===== config.mk =====
export PLATFORM = sky130hd
export DESIGN_NAME = cite_div_lane
export DESIGN_NICKNAME = d
export VERILOG_FILES = /design/src/hdl/cite_pkg.sv /design/src/hdl/cite_div_lane.sv
export SDC_FILE = /design/constraint.sdc
export NUM_CORES = 2
export LEC_CHECK = 0
export BUFFER_PORTS_ARGS = -buffer_cell sky130_fd_sc_hd__clkbuf_2
export CAP_MARGIN = 25
export CORE_MARGIN = 10
export CORE_UTILIZATION = 40
export CTS_CLUSTER_DIAMETER = 80
export DETAILED_ROUTE_END_ITERATION = 7
export PLACE_DENSITY = 0.63
export SLEW_MARGIN = 5
export SYNTH_ARGS = -nofsm -noshare
export SYNTH_HDL_FRONTEND = slang
export SYNTH_SLANG_ARGS = --single-unit

===== constraint.sdc =====
create_clock -name clock -period 8.8 [get_ports clock]
set_input_delay 1.76 -clock clock [delete_from_list [all_inputs] [get_ports clock]]
set_output_delay 1.76 -clock clock [all_outputs]
set_load 0.05 [all_outputs]

===== src/hdl/cite_pkg.sv =====
// ----------------------------------------------------------------------------
// cite_pkg
// shared types, constants and corner/edge tables for the tetra extractor
// ----------------------------------------------------------------------------
`default_nettype none

package cite_pkg;

   localparam int FRAC_BITS   = 16;
   localparam int GRID_SIZE   = 256;
   localparam int VAL_W       = 24;
   localparam int COORD_W     = 25;
   localparam int POS_W       = 9;
   localparam int CALC_W      = POS_W + FRAC_BITS;
   localparam int DIFF_W      = FRAC_BITS + 2;
   localparam int PROD_W      = 2 * DIFF_W;
   localparam int NRM_W       = PROD_W + 1;
   localparam int DOT_W       = PROD_W + 3;
   localparam int SEG_W       = DIFF_W + 2;
   localparam int Q_W         = FRAC_BITS + 1;
   localparam int NUM_W       = VAL_W + FRAC_BITS;
   localparam int LANE_LAT    = Q_W + 1;
   localparam int NUM_LANES   = 20;
   localparam int LANE_W      = 5;
   localparam int NUM_SLOTS   = 12;
   localparam int SLOT_W      = 4;
   localparam int NUM_CORNERS = 8;

   localparam int LO_INT = ((1 << FRAC_BITS) + 500) / 1000;
   localparam logic [Q_W-1:0] MARGIN_LO = Q_W'(LO_INT);
   localparam logic [Q_W-1:0] MARGIN_HI = Q_W'((1 << FRAC_BITS) - LO_INT);
   localparam logic [VAL_W-1:0] UNDEF_VAL = {1'b1, {(VAL_W-1){1'b0}}};

   typedef logic [2:0] corner_type;
   typedef corner_type [3:0] quad_type;
   typedef logic [2:0][CALC_W-1:0] pt_type;

   typedef struct packed {
      logic [7:0]              cube_x;
      logic [7:0]              cube_y;
      logic [7:0]              cube_z;
      logic signed [VAL_W-1:0] corner_000;
      logic signed [VAL_W-1:0] corner_001;
      logic signed [VAL_W-1:0] corner_010;
      logic signed [VAL_W-1:0] corner_011;
      logic signed [VAL_W-1:0] corner_100;
      logic signed [VAL_W-1:0] corner_101;
      logic signed [VAL_W-1:0] corner_110;
      logic signed [VAL_W-1:0] corner_111;
   } req_type;

   typedef struct packed {
      logic [COORD_W-1:0] first_x;
      logic [COORD_W-1:0] first_y;
      logic [COORD_W-1:0] first_z;
      logic [COORD_W-1:0] second_x;
      logic [COORD_W-1:0] second_y;
      logic [COORD_W-1:0] second_z;
      logic [COORD_W-1:0] third_x;
      logic [COORD_W-1:0] third_y;
      logic [COORD_W-1:0] third_z;
      logic               is_segment;
      logic [1:0]         clamped_points;
      logic               last;
   } rsp_type;

   typedef struct packed {
      logic [1:0][POS_W-1:0] px;
      logic [1:0][POS_W-1:0] py;
      logic [1:0][POS_W-1:0] pz;
   } pos_type;

   typedef struct packed {
      logic                 planar;
      logic [7:0]           pos_sign;
      logic [NUM_SLOTS-1:0] mask;
      pos_type              pos;
   } cube_type;

   typedef struct packed {
      corner_type [2:0] p;
      corner_type [2:0] n;
   } edges_type;

   localparam corner_type KUHN [6][4] = '{
      '{3'd0, 3'd1, 3'd5, 3'd2}, '{3'd0, 3'd5, 3'd4, 3'd2},
      '{3'd5, 3'd6, 3'd4, 3'd2}, '{3'd2, 3'd3, 3'd1, 3'd5},
      '{3'd7, 3'd3, 3'd2, 3'd5}, '{3'd7, 3'd2, 3'd6, 3'd5}};

   localparam corner_type FACE [2][3] = '{'{3'd0, 3'd3, 3'd1}, '{3'd0, 3'd2, 3'd3}};

   // endpoints of each divider lane: twelve cube edges, seven diagonals, face diagonal
   localparam corner_type LANE_A [NUM_LANES] = '{
      3'd0, 3'd2, 3'd4, 3'd6, 3'd0, 3'd1, 3'd4, 3'd5, 3'd0, 3'd1,
      3'd2, 3'd3, 3'd0, 3'd1, 3'd2, 3'd5, 3'd3, 3'd2, 3'd2, 3'd0};
   localparam corner_type LANE_B [NUM_LANES] = '{
      3'd1, 3'd3, 3'd5, 3'd7, 3'd2, 3'd3, 3'd6, 3'd7, 3'd4, 3'd5,
      3'd6, 3'd7, 3'd5, 3'd2, 3'd4, 3'd6, 3'd5, 3'd7, 3'd5, 3'd3};

   function automatic logic [LANE_W-1:0] lane_of(corner_type a, corner_type b);
      corner_type lo;
      corner_type hi;
      logic [LANE_W-1:0] r;
      lo = (a < b) ? a : b;
      hi = (a < b) ? b : a;
      unique case ({lo, hi})
         {3'd0, 3'd1}: r = LANE_W'(0);
         {3'd2, 3'd3}: r = LANE_W'(1);
         {3'd4, 3'd5}: r = LANE_W'(2);
         {3'd6, 3'd7}: r = LANE_W'(3);
         {3'd0, 3'd2}: r = LANE_W'(4);
         {3'd1, 3'd3}: r = LANE_W'(5);
         {3'd4, 3'd6}: r = LANE_W'(6);
         {3'd5, 3'd7}: r = LANE_W'(7);
         {3'd0, 3'd4}: r = LANE_W'(8);
         {3'd1, 3'd5}: r = LANE_W'(9);
         {3'd2, 3'd6}: r = LANE_W'(10);
         {3'd3, 3'd7}: r = LANE_W'(11);
         {3'd0, 3'd5}: r = LANE_W'(12);
         {3'd1, 3'd2}: r = LANE_W'(13);
         {3'd2, 3'd4}: r = LANE_W'(14);
         {3'd5, 3'd6}: r = LANE_W'(15);
         {3'd3, 3'd5}: r = LANE_W'(16);
         {3'd2, 3'd7}: r = LANE_W'(17);
         {3'd2, 3'd5}: r = LANE_W'(18);
         {3'd0, 3'd3}: r = LANE_W'(19);
         default:      r = '0;
      endcase
      return r;
   endfunction

   // positive corners to the front, two pointers closing from both ends
   function automatic quad_type sort_pos(quad_type v_in, logic [7:0] sg, logic [2:0] cnt);
      quad_type v;
      logic [2:0] i;
      logic [2:0] j;
      corner_type tmp;
      v = v_in;
      i = 3'd0;
      j = cnt - 3'd1;
      for (int k = 0; k < 4; k++) begin
         if (i < j) begin
            if (sg[v[i[1:0]]]) begin
               i = i + 3'd1;
            end else if (!sg[v[j[1:0]]]) begin
               j = j - 3'd1;
            end else begin
               tmp = v[i[1:0]];
               v[i[1:0]] = v[j[1:0]];
               v[j[1:0]] = tmp;
               i = i + 3'd1;
               j = j - 3'd1;
            end
         end
      end
      return v;
   endfunction

   function automatic logic [2:0] count_pos(quad_type v, logic [7:0] sg, logic [2:0] cnt);
      logic [2:0] np;
      np = 3'd0;
      for (int k = 0; k < 4; k++) begin
         if (3'(k) < cnt) np = np + 3'(sg[v[k]]);
      end
      return np;
   endfunction

   function automatic quad_type tet_quad(logic [2:0] tet_in);
      quad_type v;
      logic [2:0] tet;
      tet = (tet_in > 3'd5) ? 3'd0 : tet_in;
      for (int k = 0; k < 4; k++) v[k] = KUHN[tet][k];
      return v;
   endfunction

   function automatic quad_type face_quad(logic f);
      quad_type v;
      for (int k = 0; k < 3; k++) v[k] = FACE[f][k];
      v[3] = FACE[f][0];
      return v;
   endfunction

   function automatic logic [NUM_SLOTS-1:0] mask_of(logic [7:0] sg, logic planar,
                                                     logic undef);
      logic [NUM_SLOTS-1:0] m;
      logic [2:0] np;
      m = '0;
      if (planar) begin
         for (int f = 0; f < 2; f++) begin
            np = count_pos(face_quad(f[0]), sg, 3'd3);
            m[f] = (np == 3'd1) || (np == 3'd2);
         end
      end else begin
         for (int t = 0; t < 6; t++) begin
            np = count_pos(tet_quad(3'(t)), sg, 3'd4);
            m[2*t]   = (np != 3'd0) && (np != 3'd4);
            m[2*t+1] = (np == 3'd2);
         end
      end
      if (undef) m = '0;
      return m;
   endfunction

   function automatic edges_type slot_edges(logic [7:0] sg, logic planar,
                                            logic [SLOT_W-1:0] slot);
      quad_type v;
      logic [2:0] np;
      edges_type e;
      if (planar) begin
         v  = sort_pos(face_quad(slot[0]), sg, 3'd3);
         np = count_pos(v, sg, 3'd3);
         if (np == 3'd1) begin
            e.p[0] = v[0]; e.n[0] = v[1];
            e.p[1] = v[0]; e.n[1] = v[2];
         end else begin
            e.p[0] = v[0]; e.n[0] = v[2];
            e.p[1] = v[1]; e.n[1] = v[2];
         end
         e.p[2] = e.p[0]; e.n[2] = e.n[0];
      end else begin
         v  = sort_pos(tet_quad(slot[3:1]), sg, 3'd4);
         np = count_pos(v, sg, 3'd4);
         if (np == 3'd1) begin
            e.p[0] = v[0]; e.n[0] = v[1];
            e.p[1] = v[0]; e.n[1] = v[2];
            e.p[2] = v[0]; e.n[2] = v[3];
         end else if (np == 3'd2 && !slot[0]) begin
            e.p[0] = v[0]; e.n[0] = v[2];
            e.p[1] = v[0]; e.n[1] = v[3];
            e.p[2] = v[1]; e.n[2] = v[3];
         end else if (np == 3'd2) begin
            e.p[0] = v[0]; e.n[0] = v[2];
            e.p[1] = v[1]; e.n[1] = v[3];
            e.p[2] = v[1]; e.n[2] = v[2];
         end else begin
            e.p[0] = v[0]; e.n[0] = v[3];
            e.p[1] = v[1]; e.n[1] = v[3];
            e.p[2] = v[2]; e.n[2] = v[3];
         end
      end
      return e;
   endfunction

   function automatic logic [POS_W-1:0] pos_clip(logic [7:0] b, logic off);
      logic [9:0] g;
      g = 10'(b) + 10'(off);
      if (g > 10'(GRID_SIZE)) g = 10'(GRID_SIZE);
      return g[POS_W-1:0];
   endfunction

   function automatic logic [CALC_W-1:0] axis_point(logic [1:0][POS_W-1:0] ax, logic bp,
                                                   logic bn, logic [FRAC_BITS-1:0] t);
      logic [CALC_W-1:0] base;
      logic [CALC_W-1:0] r;
      base = {ax[bp], {FRAC_BITS{1'b0}}};
      if (ax[bn] > ax[bp])      r = base + CALC_W'(t);
      else if (ax[bn] < ax[bp]) r = base - CALC_W'(t);
      else                      r = base;
      return r;
   endfunction

   function automatic pt_type edge_point(pos_type pos, corner_type p, corner_type n,
                                         logic [FRAC_BITS-1:0] t);
      pt_type r;
      r[0] = axis_point(pos.px, p[2], n[2], t);
      r[1] = axis_point(pos.py, p[1], n[1], t);
      r[2] = axis_point(pos.pz, p[0], n[0], t);
      return r;
   endfunction

   function automatic logic [COORD_W-1:0] fit_coord(logic [CALC_W-1:0] v);
      logic [CALC_W+COORD_W-1:0] w;
      w = {{COORD_W{1'b0}}, v};
      return w[COORD_W-1:0];
   endfunction

endpackage

`default_nettype wire


===== src/hdl/cite_div_lane.sv =====
// ----------------------------------------------------------------------------
// cite_div_lane
// one edge lane: pipelined restoring divider for the edge fraction, then clamp
// ----------------------------------------------------------------------------
`default_nettype none

module cite_div_lane
   import cite_pkg::*;
(
   input  wire logic                    clock,
   input  wire logic                    en,
   input  wire logic signed [VAL_W-1:0] val_a,
   input  wire logic signed [VAL_W-1:0] val_b,
   output logic [FRAC_BITS-1:0]         t,
   output logic                         clamped
);

   logic [VAL_W-1:0] vp;
   logic [VAL_W-1:0] vn;
   logic [VAL_W:0]   den_full;
   logic [NUM_W-1:0] num_in;

   logic [NUM_W-1:0] num_ff;
   logic [VAL_W-1:0] den_ff;

   logic [VAL_W-1:0] rem_ff [Q_W];
   logic [VAL_W-1:0] dsr_ff [Q_W];
   logic [Q_W-1:0]   nlo_ff [Q_W];
   logic [Q_W-1:0]   quo_ff [Q_W];

   // positive end first
   always_comb begin
      vp       = val_a[VAL_W-1] ? val_b : val_a;
      vn       = val_a[VAL_W-1] ? val_a : val_b;
      den_full = {vp[VAL_W-1], vp} - {vn[VAL_W-1], vn};
      num_in   = (NUM_W'(vp[VAL_W-2:0]) << FRAC_BITS) + NUM_W'(den_full[VAL_W-1:1]);
   end

   always_ff @(posedge clock) begin
      if (en) begin
         num_ff <= num_in;
         den_ff <= den_full[VAL_W-1:0];
      end
   end

   for (genvar s = 0; s < Q_W; s++) begin : g_stage
      logic [VAL_W-1:0] rin;
      logic [VAL_W-1:0] din;
      logic [Q_W-1:0]   lin;
      logic [Q_W-1:0]   qin;
      logic [VAL_W:0]   shifted;
      logic             ge;
      logic [VAL_W:0]   sub;
      logic [VAL_W-1:0] rem_in;

      if (s == 0) begin : g_first
         assign rin = {1'b0, num_ff[NUM_W-1:Q_W]};
         assign din = den_ff;
         assign lin = num_ff[Q_W-1:0];
         assign qin = '0;
      end else begin : g_next
         assign rin = rem_ff[s-1];
         assign din = dsr_ff[s-1];
         assign lin = nlo_ff[s-1];
         assign qin = quo_ff[s-1];
      end

      always_comb begin
         shifted = {rin, lin[Q_W-1-s]};
         ge      = shifted >= {1'b0, din};
         sub     = shifted - {1'b0, din};
         rem_in  = ge ? sub[VAL_W-1:0] : shifted[VAL_W-1:0];
      end

      always_ff @(posedge clock) begin
         if (en) begin
            rem_ff[s] <= rem_in;
            dsr_ff[s] <= din;
            nlo_ff[s] <= lin;
            quo_ff[s] <= {qin[Q_W-2:0], ge};
         end
      end
   end

   // keep the point off the corners
   always_comb begin
      if (quo_ff[Q_W-1] < MARGIN_LO) begin
         t       = MARGIN_LO[FRAC_BITS-1:0];
         clamped = 1'b1;
      end else if (quo_ff[Q_W-1] > MARGIN_HI) begin
         t       = MARGIN_HI[FRAC_BITS-1:0];
         clamped = 1'b1;
      end else begin
         t       = quo_ff[Q_W-1][FRAC_BITS-1:0];
         clamped = 1'b0;
      end
   end

endmodule

`default_nettype wire


==> metrics <==
die height between 300 and 400 µm; R2R setup slack 4.66 ns; Root Driver clkbuf_16; worst path required time 9.26 ns; Util after Layout 44.8%; CP Buf/Inv Count 6; worst-margin pin slew 1.10 ns; Netlist Area Pre-Place about 0.057 mm²; global-route wire length before repair 198,000 µm; DRT iter0 DRCs 2,338; Hold EP quo_ff[0][262]$_DFFE_PP_; global placer's final weighted congestion about 0.88; CP peak stage delay 0.44 ns; most area-consuming cells after synthesis edfxtp_1, ha_1, mux2_2; P per Cell Area 371 mW/mm²; ant diodes 0; # fillers 12,906; clock buffer depth 3; Yosys reg bits 969; register area share after synthesis 51.4%; Worst slew margin 26.5%; CP endpoint kind flip-flop; wirelength, routed 124,000 µm; fraction of final layout cells sized beyond drive strength 1 around 10%; Setup Total Neg Slack 0 ns; vias in the first global route 36,103; final count of negative-setup-slack endpoints 0; pin count of the biggest net entering global routing 172; fin crit share 75.7%; min Tclk post-route 6.66 ns; Core Region 0.140 mm²; CTS Hold Bufs 0; clk slew on worst S/H paths roughly 0.06 ns; Worst path top cell family by delay compound AO/OA/AOI/OAI gates; WHS Path Cells 0; Clk Latency, worst-skew pair 0.72 ns; worst IR drop on VDD 0.177 mV; hold slack 0.403 ns; Static Leak 25.6 nW; Vias/cell 5.26; Synth Warn # 0; CTS Sinks approximately 970; FF-to-FF path depth 11; area delta synth->final 11.0%; f_max 0.150 GHz; wire per inst ~18 µm; CTS Buf Count 106; worst min path class flip-flop to flip-flop; Initial Util 40.4%; Die Area 0.157 mm²; syn nets between 5,000 and 6,000; EDFF count, synth 969; Startpoint Class input port; FF-to-FF Start nlo_ff[0][221]$_DFFE_PP_; boundary pin count 67; setup repair after global routing missed its margin false; die width 396 µm; DRC Markers 0; Routed Antenna Nets 0; endpoints failing hold 0; ys async rst share 0%; Gate Count Post-Synth 4,983; initial antenna violation count 1; Final HPWL DP 94,200 µm; Yosys cell types 89; post-synth top area share 51.4%; I/O Buffers between 60 and 70; Mean Syn Cell Area 11.4 µm²; GRT Total Usage 15.4%; Final Slew Violations 0; Hold Path Origin quo_ff[0][244]$_DFFE_PP_; Detailed Routing Iterations Pass 1 8; clock skew 0.0350 ns; Rows around 140; status completed; leading area contributor after synthesis edfxtp_1; vias 37,172; CTS tree built; Reg-to-Reg End rem_ff[0][338]$_DFFE_PP_; Max-Cap Viols 0; grt ovf 0; H-tree depth 3; most common flop cell mapped by yosys edfxtp_1; Final #Nets between 5,000 and 6,000; WS Path Type input port to flip-flop; cell with the largest stage delay on the worst path buf_4; Arr. time, crit path a little over 7 ns; Post-CTS Setup Repair Bufs 0; crit path max fanout 30; post-cts resize count 0
-- layout by cell type (no fill, tap or decap), types with 108 or more instances in the layout --
cell type / netlist / layout
xnor2_1: 196 / 196
edfxtp_1: 969 / 969
xor2_1: 125 / 125
nand2_1: 312 / 312
a21oi_1: 331 / 328
a21o_1: 172 / 172
nor2_1: 279 / 279
o21ai_0: 307 / 307
inv_1: 530 / 530
mux2_2: 203 / 203
clkbuf_16: 0 / 108
ha_1: 437 / 437
-- sequential cells by signal, summed over array words and instances, names as in the netlist --
signal / cells
den_ff: 8
dsr_ff: 128
nlo_ff: 256
num_ff: 40
quo_ff: 153
rem_ff: 384
-- area by class of cell --
cell class | instances | area (µm²) | area share [%]
clock buffer | 119 | 2740 | 4.37
clock inverter | 71 | 793 | 1.26
inverter | 531 | 1990 | 3.18
multi-input combinational | 3398 | 25100 | 40.1
sequential | 969 | 29100 | 46.4
tap | 1876 | 2350 | 3.74
timing repair buffer | 97 | 643 | 1.02
-- metal layers --
metal | share of wire, % | vias to the layer above | wire, µm | track usage, %
met5 | 0 | - | 0 | 0
met1 | 45 | 17661 | 55300 | 20.0
li1 | - | 18628 | - | -
met4 | 2.5 | 0 | 3100 | 4.08
met3 | 4.1 | 184 | 5050 | 2.35
met2 | 49 | 699 | 60400 | 26.7
-- worst reg2reg max path: stages (launching register included) --
cell       delay, ns
edfxtp_1        0.41
inv_1           0.06
ha_1            0.31
nor2b_1         0.18
o31a_1          0.22
o21ai_0         0.18
a31oi_1         0.34
o2111ai_1       0.25
a2111oi_0       0.72
o32a_1          0.43
buf_4           0.38
mux2_2          0.41
-- kinds of logic after synthesis --
group,synth area share (%)
flip-flops,51.4
multiplexers,5.55
AO/OA/AOI/OAI,14.2
buffers and inverters,4.19
adder cells (fa/ha/maj),10.3
XOR/XNOR,4.97
AND/OR/NAND/NOR,9.35
-- report_power, final --
part / switching, mW / internal [mW]
logic: 5.97 / 4.97
registers: 0.799 / 7.04
clock network: 1.86 / 2.63
-- worst max-delay path by stage --
stage | startpoint | end | slack, ns | depth (start not counted)
floorplan | val_a[23] | num_ff[38]$_DFFE_PP_ | 0.92 | 26
detailed placement | val_a[23] | num_ff[38]$_DFFE_PP_ | 1.42 | 26
finish | val_a[23] | num_ff[38]$_DFFE_PP_ | 2.14 | 26
CTS | val_a[23] | num_ff[38]$_DFFE_PP_ | 2.17 | 26
global route | val_a[23] | num_ff[38]$_DFFE_PP_ | 1.65 | 26
global placement | val_a[23] | num_ff[38]$_DFFE_PP_ | 1.43 | 26
-- stage by stage --
stage	std cells	total power, mW	worst slack [ns]	cell area [µm²]
after floorplan	4983	16.1	0.915	56600
after global placement	6870	18.6	1.43	59200
after detailed placement	6871	18.8	1.42	59200
after CTS	7061	23.4	2.17	62800
after global routing	7061	25.0	1.65	62800
final	7061	23.3	2.14	62800
-- synthesized netlist by cell type, types with 57 or more instances --
library cell / instances
o21ai_0: 307
xnor2_1: 196
nand3_1: 88
nand2_1: 312
xor2_1: 125
a21o_1: 172
a21oi_1: 331
mux2i_1: 57
mux2_2: 203
inv_1: 530
nor2_1: 279
nand2b_1: 57
ha_1: 437
nor3_1: 68
o21a_1: 73
edfxtp_1: 969
nor2b_1: 62
No activity file was read; power rests on OpenSTA's default activity.
